**src/rtl/seven_segment_serial_writer_defines.svh**
```systemverilog
// Assertion macros shared by the seven-segment serial writer RTL.
`ifndef SEVEN_SEGMENT_SERIAL_WRITER_DEFINES_SVH
`define SEVEN_SEGMENT_SERIAL_WRITER_DEFINES_SVH

`ifndef SYNTHESIS
// Check a property on every clock edge outside reset.
`define SSW_ASSERT(label, prop) \
  label: assert property (@(posedge clk) disable iff (rst) (prop)) \
    else $error("seven segment writer check failed");
// Check a property on every clock edge, reset included.
`define SSW_ASSERT_ALWAYS(label, prop) \
  label: assert property (@(posedge clk) (prop)) \
    else $error("seven segment writer check failed");
`else
`define SSW_ASSERT(label, prop)
`define SSW_ASSERT_ALWAYS(label, prop)
`endif

`endif

```
**src/rtl/ssw_pkg.sv**
```systemverilog
// Constants and types for the seven-segment serial writer.
package ssw_pkg;

  typedef logic [7:0] byte_t;

  // Number of digit positions in a frame (1 to 6).
  localparam int DIGITS = 4;

  // Index width into the latched digit bytes.
  localparam int FRAME_IDX_W = (DIGITS > 1) ? $clog2(DIGITS) : 1;

  // Command bytes of the serial protocol.
  localparam byte_t CMD_DATA   = 8'h40;
  localparam byte_t CMD_ADDR   = 8'hC0;
  localparam byte_t CTRL_RESET = 8'h8C;

  // Last bit of a byte, LSB first.
  localparam logic [2:0] LAST_BIT = 3'd7;

  // Byte counter value of the last digit byte of a frame.
  localparam logic [2:0] BYTE_LAST = 3'(DIGITS + 1);

  // Number of digit inputs on the port.
  localparam int SEG_INPUTS = 4;

endpackage

```
**src/rtl/seven_segment_serial_writer.sv**
```systemverilog
// Seven-segment serial writer: phase sequencer for a two-wire display driver.
//
// Each accepted input beat is one timing phase; each gives exactly one result
// beat with the clock and data line levels for that phase, from the output
// register. The block takes one beat per cycle: the phase sequencer
// updates in the same cycle as the output register loads, and in_stall is
// raised only while a result is held by out_stall. A frame runs start, 0x40,
// stop, start, 0xC0, the digit bytes, stop; a control request runs start, the
// control byte, stop. Bytes go LSB first, three phases a bit and two ack phases
// a byte. Start requests seen mid-transaction are dropped. control_byte may be
// written at any time; cfg_ready is always high.
`include "seven_segment_serial_writer_defines.svh"

module seven_segment_serial_writer (
  input  logic           clk,
  input  logic           rst,
  // configuration write
  input  logic           cfg_valid,
  output logic           cfg_ready,
  input  ssw_pkg::byte_t control_byte,
  // phase input
  input  logic           in_valid,
  output logic           in_stall,
  input  logic           start_request,
  input  logic           control_only,
  input  ssw_pkg::byte_t seg_first,
  input  ssw_pkg::byte_t seg_second,
  input  ssw_pkg::byte_t seg_third,
  input  ssw_pkg::byte_t seg_fourth,
  input  logic           dio_in,
  // line levels out
  output logic           out_valid,
  input  logic           out_stall,
  output logic           clk_out,
  output logic           dio_out,
  output logic           dio_drive,
  output logic           busy_res,
  output logic           ack_missing,
  output logic           done_res
);
  import ssw_pkg::*;

  typedef enum logic [3:0] {
    PH_IDLE, PH_START_HI, PH_START_LO, PH_BIT_A, PH_BIT_B, PH_BIT_C,
    PH_ACK_LO, PH_ACK_HI, PH_STOP_LO, PH_STOP_HI
  } phase_t;

  // Sequencer state
  phase_t     phase_step, phase_step_next;
  logic [2:0] bit_index, bit_index_next;
  logic [2:0] byte_index, byte_index_next;
  logic       control_mode, control_mode_next;
  logic       ack_fail_flag, ack_fail_flag_next;
  logic       clk_level, clk_level_next;
  logic       dio_level, dio_level_next;
  byte_t      ctrl_reg;
  byte_t      frame_bytes [DIGITS];

  // Per-phase combinational values
  phase_t     phase_eff;
  logic       load_frame;
  logic       drive_next, busy_next, done_next;
  logic       in_accept;
  logic [2:0] digit_k;
  byte_t      cur_byte;
  byte_t      seg_in [SEG_INPUTS];

  assign seg_in[0] = seg_first;
  assign seg_in[1] = seg_second;
  assign seg_in[2] = seg_third;
  assign seg_in[3] = seg_fourth;

  // Hold the input while a result waits
  assign in_stall  = out_valid && out_stall;
  assign in_accept = in_valid && !in_stall;
  assign cfg_ready = 1'b1;

  // Pick the byte now on the wire
  assign digit_k = byte_index - 3'd2;
  always_comb begin
    if (control_mode) begin
      cur_byte = ctrl_reg;
    end else if (byte_index == 3'd0) begin
      cur_byte = CMD_DATA;
    end else if (byte_index == 3'd1) begin
      cur_byte = CMD_ADDR;
    end else if (digit_k < 3'(DIGITS)) begin
      cur_byte = frame_bytes[digit_k[FRAME_IDX_W-1:0]];
    end else begin
      cur_byte = '0;
    end
  end

  // Advance the sequencer by one phase
  always_comb begin
    load_frame         = (phase_step == PH_IDLE) && start_request;
    phase_eff          = load_frame ? PH_START_HI : phase_step;
    phase_step_next    = phase_step;
    bit_index_next     = load_frame ? 3'd0 : bit_index;
    byte_index_next    = load_frame ? 3'd0 : byte_index;
    control_mode_next  = load_frame ? control_only : control_mode;
    ack_fail_flag_next = load_frame ? 1'b0 : ack_fail_flag;
    clk_level_next     = clk_level;
    dio_level_next     = dio_level;
    drive_next         = 1'b1;
    busy_next          = 1'b1;
    done_next          = 1'b0;
    unique case (phase_eff)
      PH_START_HI: begin
        clk_level_next  = 1'b1;
        dio_level_next  = 1'b1;
        phase_step_next = PH_START_LO;
      end
      PH_START_LO: begin
        clk_level_next  = 1'b0;
        dio_level_next  = 1'b0;
        bit_index_next  = 3'd0;
        phase_step_next = PH_BIT_A;
      end
      PH_BIT_A: begin
        clk_level_next  = 1'b0;
        phase_step_next = PH_BIT_B;
      end
      PH_BIT_B: begin
        clk_level_next  = 1'b0;
        dio_level_next  = cur_byte[bit_index];
        phase_step_next = PH_BIT_C;
      end
      PH_BIT_C: begin
        clk_level_next = 1'b1;
        if (bit_index == LAST_BIT) begin
          phase_step_next = PH_ACK_LO;
        end else begin
          bit_index_next  = bit_index + 3'd1;
          phase_step_next = PH_BIT_A;
        end
      end
      PH_ACK_LO: begin
        clk_level_next  = 1'b0;
        phase_step_next = PH_ACK_HI;
      end
      PH_ACK_HI: begin
        clk_level_next = 1'b1;
        drive_next     = 1'b0;
        if (dio_in) begin
          ack_fail_flag_next = 1'b1;
        end
        if (control_mode || byte_index == 3'd0 || byte_index >= BYTE_LAST) begin
          phase_step_next = PH_STOP_LO;
        end else begin
          byte_index_next = byte_index + 3'd1;
          bit_index_next  = 3'd0;
          phase_step_next = PH_BIT_A;
        end
      end
      PH_STOP_LO: begin
        clk_level_next  = 1'b0;
        dio_level_next  = 1'b0;
        phase_step_next = PH_STOP_HI;
      end
      PH_STOP_HI: begin
        clk_level_next = 1'b1;
        dio_level_next = 1'b1;
        if (!control_mode && byte_index == 3'd0) begin
          byte_index_next = 3'd1;
          phase_step_next = PH_START_HI;
        end else begin
          done_next       = 1'b1;
          byte_index_next = 3'd0;
          bit_index_next  = 3'd0;
          phase_step_next = PH_IDLE;
        end
      end
      default: begin
        phase_step_next = PH_IDLE;
        busy_next       = 1'b0;
      end
    endcase
  end

  // Register state and the result on each accepted beat
  always_ff @(posedge clk) begin
    if (rst) begin
      phase_step    <= PH_IDLE;
      bit_index     <= 3'd0;
      byte_index    <= 3'd0;
      control_mode  <= 1'b0;
      ack_fail_flag <= 1'b0;
      clk_level     <= 1'b1;
      dio_level     <= 1'b1;
      ctrl_reg      <= CTRL_RESET;
      out_valid     <= 1'b0;
    end else begin
      if (cfg_valid && cfg_ready) begin
        ctrl_reg <= control_byte;
      end
      if (in_accept) begin
        phase_step    <= phase_step_next;
        bit_index     <= bit_index_next;
        byte_index    <= byte_index_next;
        control_mode  <= control_mode_next;
        ack_fail_flag <= ack_fail_flag_next;
        clk_level     <= clk_level_next;
        dio_level     <= dio_level_next;
        out_valid     <= 1'b1;
      end else if (!out_stall) begin
        out_valid <= 1'b0;
      end
    end
  end

  // Latch the digit bytes and the result flags
  always_ff @(posedge clk) begin
    if (in_accept) begin
      if (load_frame) begin
        for (int i = 0; i < DIGITS; i++) begin
          frame_bytes[i] <= (i < SEG_INPUTS) ? seg_in[i % SEG_INPUTS] : '0;
        end
      end
      dio_drive <= drive_next;
      busy_res  <= busy_next;
      done_res  <= done_next;
    end
  end

  assign clk_out     = clk_level;
  assign dio_out     = dio_level;
  assign ack_missing = ack_fail_flag;

  // The line is released only while the clock is high
  `SSW_ASSERT(a_release_clk_high, out_valid && !dio_drive |-> clk_out)
  // A finished transaction leaves the sequencer idle
  `SSW_ASSERT(a_done_idle, out_valid && done_res |-> busy_res && phase_step == PH_IDLE)
  // An idle beat without a start request reports not busy
  `SSW_ASSERT(a_idle_not_busy,
    in_accept && phase_step == PH_IDLE && !start_request |=> !busy_res && !done_res)
  // Input stalls only behind a held result
  `SSW_ASSERT_ALWAYS(a_stall_cause, in_stall |-> out_valid && out_stall)

endmodule
```
**config.mk**
```make
export PLATFORM = sky130hd
export DESIGN_NAME = seven_segment_serial_writer
export DESIGN_NICKNAME = d
export VERILOG_FILES = /design/src/rtl/ssw_pkg.sv /design/src/rtl/seven_segment_serial_writer.sv
export VERILOG_INCLUDE_DIRS = /design/src /design/src/rtl
export SDC_FILE = /design/constraint.sdc
export NUM_CORES = 1
export LEC_CHECK = 0
export BUFFER_PORTS_ARGS = -buffer_cell sky130_fd_sc_hd__buf_2
export CORE_UTILIZATION = 45
export DETAILED_ROUTE_END_ITERATION = 8
export PLACE_DENSITY = 0.67
export SYNTH_ARGS = -nofsm -noshare
export SYNTH_HDL_FRONTEND = slang
export SYNTH_SLANG_ARGS = --single-unit
```
**constraint.sdc**
```tcl
create_clock -name clk -period 7.3 [get_ports clk]
set_input_delay 1.46 -clock clk [delete_from_list [all_inputs] [get_ports clk]]
set_output_delay 1.46 -clock clk [all_outputs]
set_load 0.005 [all_outputs]
```
==> results of run 1 <==
-- power by group through the flow --
stage	Combinational [mW]	Sequential (mW)	Clock, mW
detailed placement	0.0564	0.380	0
global route	0.0629	0.374	0.305
CTS	0.0566	0.373	0.288
finish	0.0559	0.373	0.278
global placement	0.0554	0.379	0
floorplan	0.0401	0.374	0
-- stage by stage --
step	total power [mW]	setup WS, ns
global placement	0.4348	4.009
detailed placement	0.4361	4.001
global route	0.7426	3.965
floorplan	0.4143	3.514
finish	0.7063	4.003
CTS	0.7172	4.000
-- worst paths after layout --
check / startpoint / endpoint / depth (start not counted)
min: ack_missing / ack_missing / 2
max reg2reg: byte_index[1] / dio_out / 7
min reg2reg: ack_missing / ack_missing / 2
max: out_stall / in_stall / 3
-- logic make-up (layout without fill, tap and decap cells) --
family / count (synthesis) / in the layout / synth area share
flip-flops: 58 / 58 / 0.5232
XOR/XNOR: 2 / 2 / 0.006064
adder cells (fa/ha/maj): 7 / 7 / 0.03031
AND/OR/NAND/NOR: 76 / 76 / 0.1373
multiplexers: 20 / 20 / 0.08835
buffers and inverters: 28 / 80 / 0.05283
AO/OA/AOI/OAI: 62 / 62 / 0.1607
other: 1 / 1 / 0.001298
-- tightest hold or removal path: cells and delay by family (launching register included) --
| kind | cells | cell delay (ns) |
|---|---|---|
| DFF | 1 | 0.30 |
| AOI/OAI and AO/OA | 2 | 0.12 |
-- cell type report --
type                            count  share of cell area
Tap cell                           75             0.02816
Clock inverter                      6             0.01765
Multi-Input combinational cell    168              0.3684
Timing Repair Buffer               56             0.08487
Clock buffer                       10             0.03830
Sequential cell                    58              0.4536
Inverter                            8            0.009012
-- cell usage in the layout, fill, tap and decap left out, types with 2 or more instances in the layout --
cell type	count
nand3b_1	2
o2111ai_1	2
o21ai_1	2
nor2_2	2
xnor2_1	2
clkbuf_8	9
o31ai_1	2
nor2_1	22
ha_1	7
edfxtp_1	35
clkinv_1	2
buf_2	55
a221oi_2	2
o311a_1	2
nand2b_1	5
a311oi_1	3
a21boi_0	2
dfxtp_1	23
mux2i_1	15
mux4_2	3
nor2b_1	6
nor3b_1	3
nand3_1	6
nand2_1	14
o21ai_0	12
nor3_1	5
inv_1	8
a211o_1	4
a21oi_1	14
nand4_1	3
-- metal layers --
layer  global-route usage  vias to the layer above
met1               0.2199                      945
met3              0.06154                        5
met5                    0                        -
li1                     -                     1040
met2               0.2876                       59
met4              0.06842                        0
-- synthesized netlist by cell type, types with 4 or more instances --
cell / number
buf_6: 4
inv_1: 8
nor3_1: 5
ha_1: 7
dfxtp_1: 23
nand2b_1: 5
buf_2: 5
nand2_1: 14
nor2_1: 23
edfxtp_1: 35
mux2i_1: 15
clkbuf_1: 7
nand3_1: 6
a21oi_1: 14
nor2b_1: 6
o21ai_0: 12
a211o_1: 4
==> reports/metrics.yaml, run 1 <==
status: "finished clean"
cap_viol_max_count: 0
grt.overflow.total: 0
synth_area_leaders: "edfxtp_1 36%, dfxtp_1 16%, mux2i_1 5.2%"
setup_viol_count_final: 0
wl_per_cell_microns: 14.01
avgSynthCellArea_sq_um: 11.37
synth.net_count: 309
switching_power_mw: 0.1606
wl_mm: 5.339
design.portCount: 57
grt_pass1_wl_mm: 8.721
peakVddDrop_mv: 0.1208
powerDensity_nw_per_um2: 212.0
grt_pass1_vias: 1911
port_buffers: 55
vias_per_cell: 5.378
yosys_warnings: 0
initial_core_util: 0.4767
antenna_found_initial: 0
cts.reportedPaths.clkPinSlew_ns: 0.06
fin_setup_tns_ns: 0
max_stage_delay_ns: 0.15
htreeDepth: 3
relSlewSlack: 0.4677
crit_slowest_cell: "and2_1"
yosys.area.top_type_share: 0.3638
end_kind: "output port"
synth.distinct_cells: 60
pwr-share-comb: 0.079
grt_usage: 0.1785
post_cts_resized: 0
crit_arrival_ns: 1.84
synth_area_sq_um: 2889
drv_slew: 0
yosys.area.top_type: "edfxtp_1"
ys.flop_type: "edfxtp_1"
clockRootBuffer: "clkbuf_8"
p_leak_nw: 1.233
vias: 2049
reg2reg_slack_ns: 4.79
worst_pin_slew_ns: 0.7974
n_fill_cell: 548
ctsHoldBuffers: 0
cts_made_buffers: 9
drcViolationCount: 0
syn_to_final_growth_pct: 15.33
cp_cell_sequence: "buf_2 > and2_1 > buf_2"
cp_top_family: "buffers and inverters"
p_seq_frac: 0.528
drive_gt1_frac: 0.2778
cp.required_ns: 5.84
cp_max_fo: 2
regArea_sq_um: 1511
cp-start-kind: "input pin"
yosysSeqAreaShare: 0.5232
detail-route-antenna-nets: 0
hold_viol: 0
cts_num_sinks: 58
ys_ff_latch: 58
cts_tree: "built"
n_antenna_cell: 0
postSynth.asyncResetShare: 0
pwr-share-clk: 0.393
clock_latency_ns: 0.34
fmax_mhz: 303.3
wl_met1_mm: 2.572
place_inst: 365
period_share: 0.4517
fin_area_sq_um: 3332
p_int_mw: 0.5457
core_region_area_sq_um: 6061
hpwl_mm: 3.664
largest_register_ffs: 32
clock_skew_ns: 0.006475
synth-edff-count: 35
rsz0062_at_grt: "false"
rows: 28
gp_congestion: 0.7851
met2_wirelength_mm: 2.470
hold_class: "reg -> reg"
highest_layer: "met4"
multi_input_area_sq_um: 1227
drt_iter0_drc: 85
dr.pass1.iters: 4
postCtsSetupBuffers: 0
cts_buffer_depth: 2
die_w_microns: 82.13
syn_inst: 254
die_y_microns: 82.13
grt_max_degree: 34
crit_type: "in -> out"
whs_ns: 0.4721
place_area_sq_um: 3146
finish.utilization: 0.5498
path_common_cell: "buf_2"
met3_length_microns: 237
switching_share: 0.2274
period_minus_slack_ns: 3.297
crit_buf_inv: 2
nets: 356
finalNonFillerCells: 381
dieArea_sq_um: 6745
(Power assumes the default switching activity.)
==> run 2: changes to the inputs <==
Clock period 7.3 ns to 3.28 ns, I/O delays scaled along.
==> run 2 against run 1 <==
  * Cell count is the same
  * Non-clock buffer count is the same
  * Core utilization grew 0.54 points
  * Largest cell class unchanged
  * Largest power group unchanged
  * Highest routed layer unchanged
==> reports/metrics.yaml, run 2 (synthesis results as in run 1) <==
cp_cell_sequence: "inv_1 > ha_1 > nor2_1 > o211a_1 > a221oi_1 > a311o_1 > a221oi_2"  # was buf_2 > and2_1 > buf_2
design.portCount: 57  # unchanged
whs_ns: 0.4710  # was 0.4721 ns
finish.utilization: 0.5551  # was 0.5498
cp_max_fo: 16  # was 2
relSlewSlack: 0.4933  # was 0.4677
port_buffers: 55  # unchanged
reg2reg_from: "byte_index[1]"  # unchanged
grt.overflow.total: 0  # unchanged
post-place-ws_ns: 0.8416  # was 4.001 ns
cp.required_ns: 3.53  # was 5.84 ns
dr.pass1.iters: 4  # unchanged
peakVddDrop_mv: 0.3829  # was 0.1208 mV
cts_buffer_depth: 2  # unchanged
clock_skew_ns: 0.005285  # was 0.006475 ns
fin_setup_tns_ns: 0  # unchanged
hpwl_mm: 3.782  # was 3.664 mm
crit_slowest_cell: "dfxtp_1"  # was and2_1
die_w_microns: 82.13  # unchanged
grt_usage: 0.1830  # was 0.1785
cts_made_buffers: 9  # unchanged
nets: 356  # unchanged
post_cts_resized: 0  # unchanged
finalWorstSetupSlack_ns: 0.8136  # was 4.003 ns
vias_per_cell: 5.417  # was 5.378
end_kind: "flop"  # was output port
dieArea_sq_um: 6745  # unchanged
n_antenna_cell: 0  # unchanged
rows: 28  # unchanged
clock_latency_ns: 0.34  # about the same
rsz0062_at_grt: "false"  # unchanged
fmax_mhz: 405.4
setup_viol_count_final: 0  # unchanged
hold_viol: 0  # unchanged
cts_num_sinks: 58  # unchanged
wl_mm: 5.488  # was 5.339 mm
vias: 2064  # was 2049
r2r_cells: 7  # unchanged
core_region_area_sq_um: 6061  # unchanged
htreeDepth: 3  # unchanged
layout_commonest_cell: "buf_2"  # unchanged
reg2reg_slack_ns: 0.81  # was 4.79 ns
grt_max_degree: 26  # was 34
hp-start: "ack_missing"  # unchanged
clockRootBuffer: "clkbuf_8"  # unchanged
crit_arrival_ns: 2.72  # was 1.84 ns
drcViolationCount: 0  # unchanged
period_share: 0.7520
drive_gt1_frac: 0.2843  # was 0.2778
drv_slew: 0  # unchanged
final_cell_mix: "55 x buf_2, 35 x edfxtp_1, 23 x dfxtp_1, 22 x nor2_1, 15 x mux2i_1"  # unchanged
antenna_found_initial: 0  # unchanged
period_minus_slack_ns: 2.466
wl_per_cell_microns: 14.40  # was 14.01 microns
cp-start-kind: "flop"  # was input pin
hold_class: "reg -> reg"  # unchanged
worst_pin_slew_ns: 0.7591  # was 0.7974 ns
powerDensity_nw_per_um2: 498.8  # was 212.0 nW/um^2
detail-route-antenna-nets: 0  # unchanged
ctsHoldBuffers: 0  # unchanged
max_stage_delay_ns: 0.81  # was 0.15 ns
cts.reportedPaths.clkPinSlew_ns: 0.07  # was 0.06 ns
syn_to_final_growth_pct: 16.46  # was 15.33%
holdPathStages: 2  # unchanged
initial_core_util: 0.4767  # unchanged
cts_tree: "built"  # unchanged
drt_iter0_drc: 94  # was 85
gp_congestion: 0.7742  # was 0.7851
die_y_microns: 82.13  # unchanged
r2r_end: "dio_out"  # unchanged
postCtsSetupBuffers: 0  # unchanged
status: "finished clean"  # unchanged
grt_pass1_wl_mm: 8.928  # was 8.721 mm
grt_pass1_vias: 1918  # was 1911
largest_register_ffs: 32  # unchanged
crit_type: "reg -> reg"  # was in -> out
cap_viol_max_count: 0  # unchanged
hold_path_end: "ack_missing"  # unchanged
p_leak_nw: 1.240  # was 1.233 nW
-- run 2: changes by cell type in the layout (fill, tap and decap cells not counted), sizes merged --
cell,before,now
bufinv,1,2
clkinvlp,1,3
clkinv,4,1
-- run 2: metal layers --
layer / GRT usage / share of wire / vias to the layer above / wire length (microns)
met5: 0 / 0 / - / 0
met4: 0.05789 / 0.013 / 0 / 70
met3: 0.06923 / 0.053 / 7 / 290
met2: 0.3041 / 0.48 / 59 / 2631
met1: 0.2185 / 0.45 / 955 / 2496
li1: - / - / 1043 / -
-- run 2: worst max path at each step --
| stage | startpoint | endpoint | slack, ns | depth (start not counted) |
|---|---|---|---|---|
| after CTS | byte_index[1] | dio_out | 0.81 | 7 |
| after global placement | byte_index[1] | dio_out | 0.93 | 7 |
| final | byte_index[1] | dio_out | 0.81 | 7 |
| after global routing | byte_index[1] | dio_out | 0.60 | 7 |
| after detailed placement | byte_index[1] | dio_out | 0.84 | 7 |
| after floorplan | in_valid | control_mode | 0.30 | 5 |
-- run 2: through the flow --
| step | area (sq um) | cells | power, mW |
|---|---|---|---|
| finish | 3364 | 381 | 1.678 |
| global route | 3364 | 381 | 1.748 |
| CTS | 3364 | 381 | 1.696 |
| detailed placement | 3146 | 365 | 0.9725 |
| global placement | 3146 | 365 | 0.9707 |
| floorplan | 2889 | 254 | 0.9222 |
-- run 2: worst max-delay path, delay by kind of cell (launching register included) --
family | cells | cell delay, ns
AO/OA/AOI/OAI | 4 | 0.94
adder cells (fa/ha/maj) | 1 | 0.27
buffers and inverters | 1 | 0.20
flip-flops | 1 | 0.81
AND/OR/NAND/NOR | 1 | 0.16
-- run 2: report_power, final --
part / switching (mW) / leakage, nW / internal [mW]
logic: 0.0645 / 0.633 / 0.0616
registers: 0.0217 / 0.508 / 0.807
clock network: 0.294 / 0.0987 / 0.428
total: 0.381 / 1.24 / 1.30
-- run 2: final cells by class --
class | instances | area [sq um]
clock buffer | 10 | 127.6
clock inverter | 6 | 91.34
fill | 526 | 2696
inverter | 8 | 30.03
multi-input combinational | 168 | 1227
sequential | 58 | 1511
tap | 75 | 93.84
timing repair buffer | 56 | 282.8
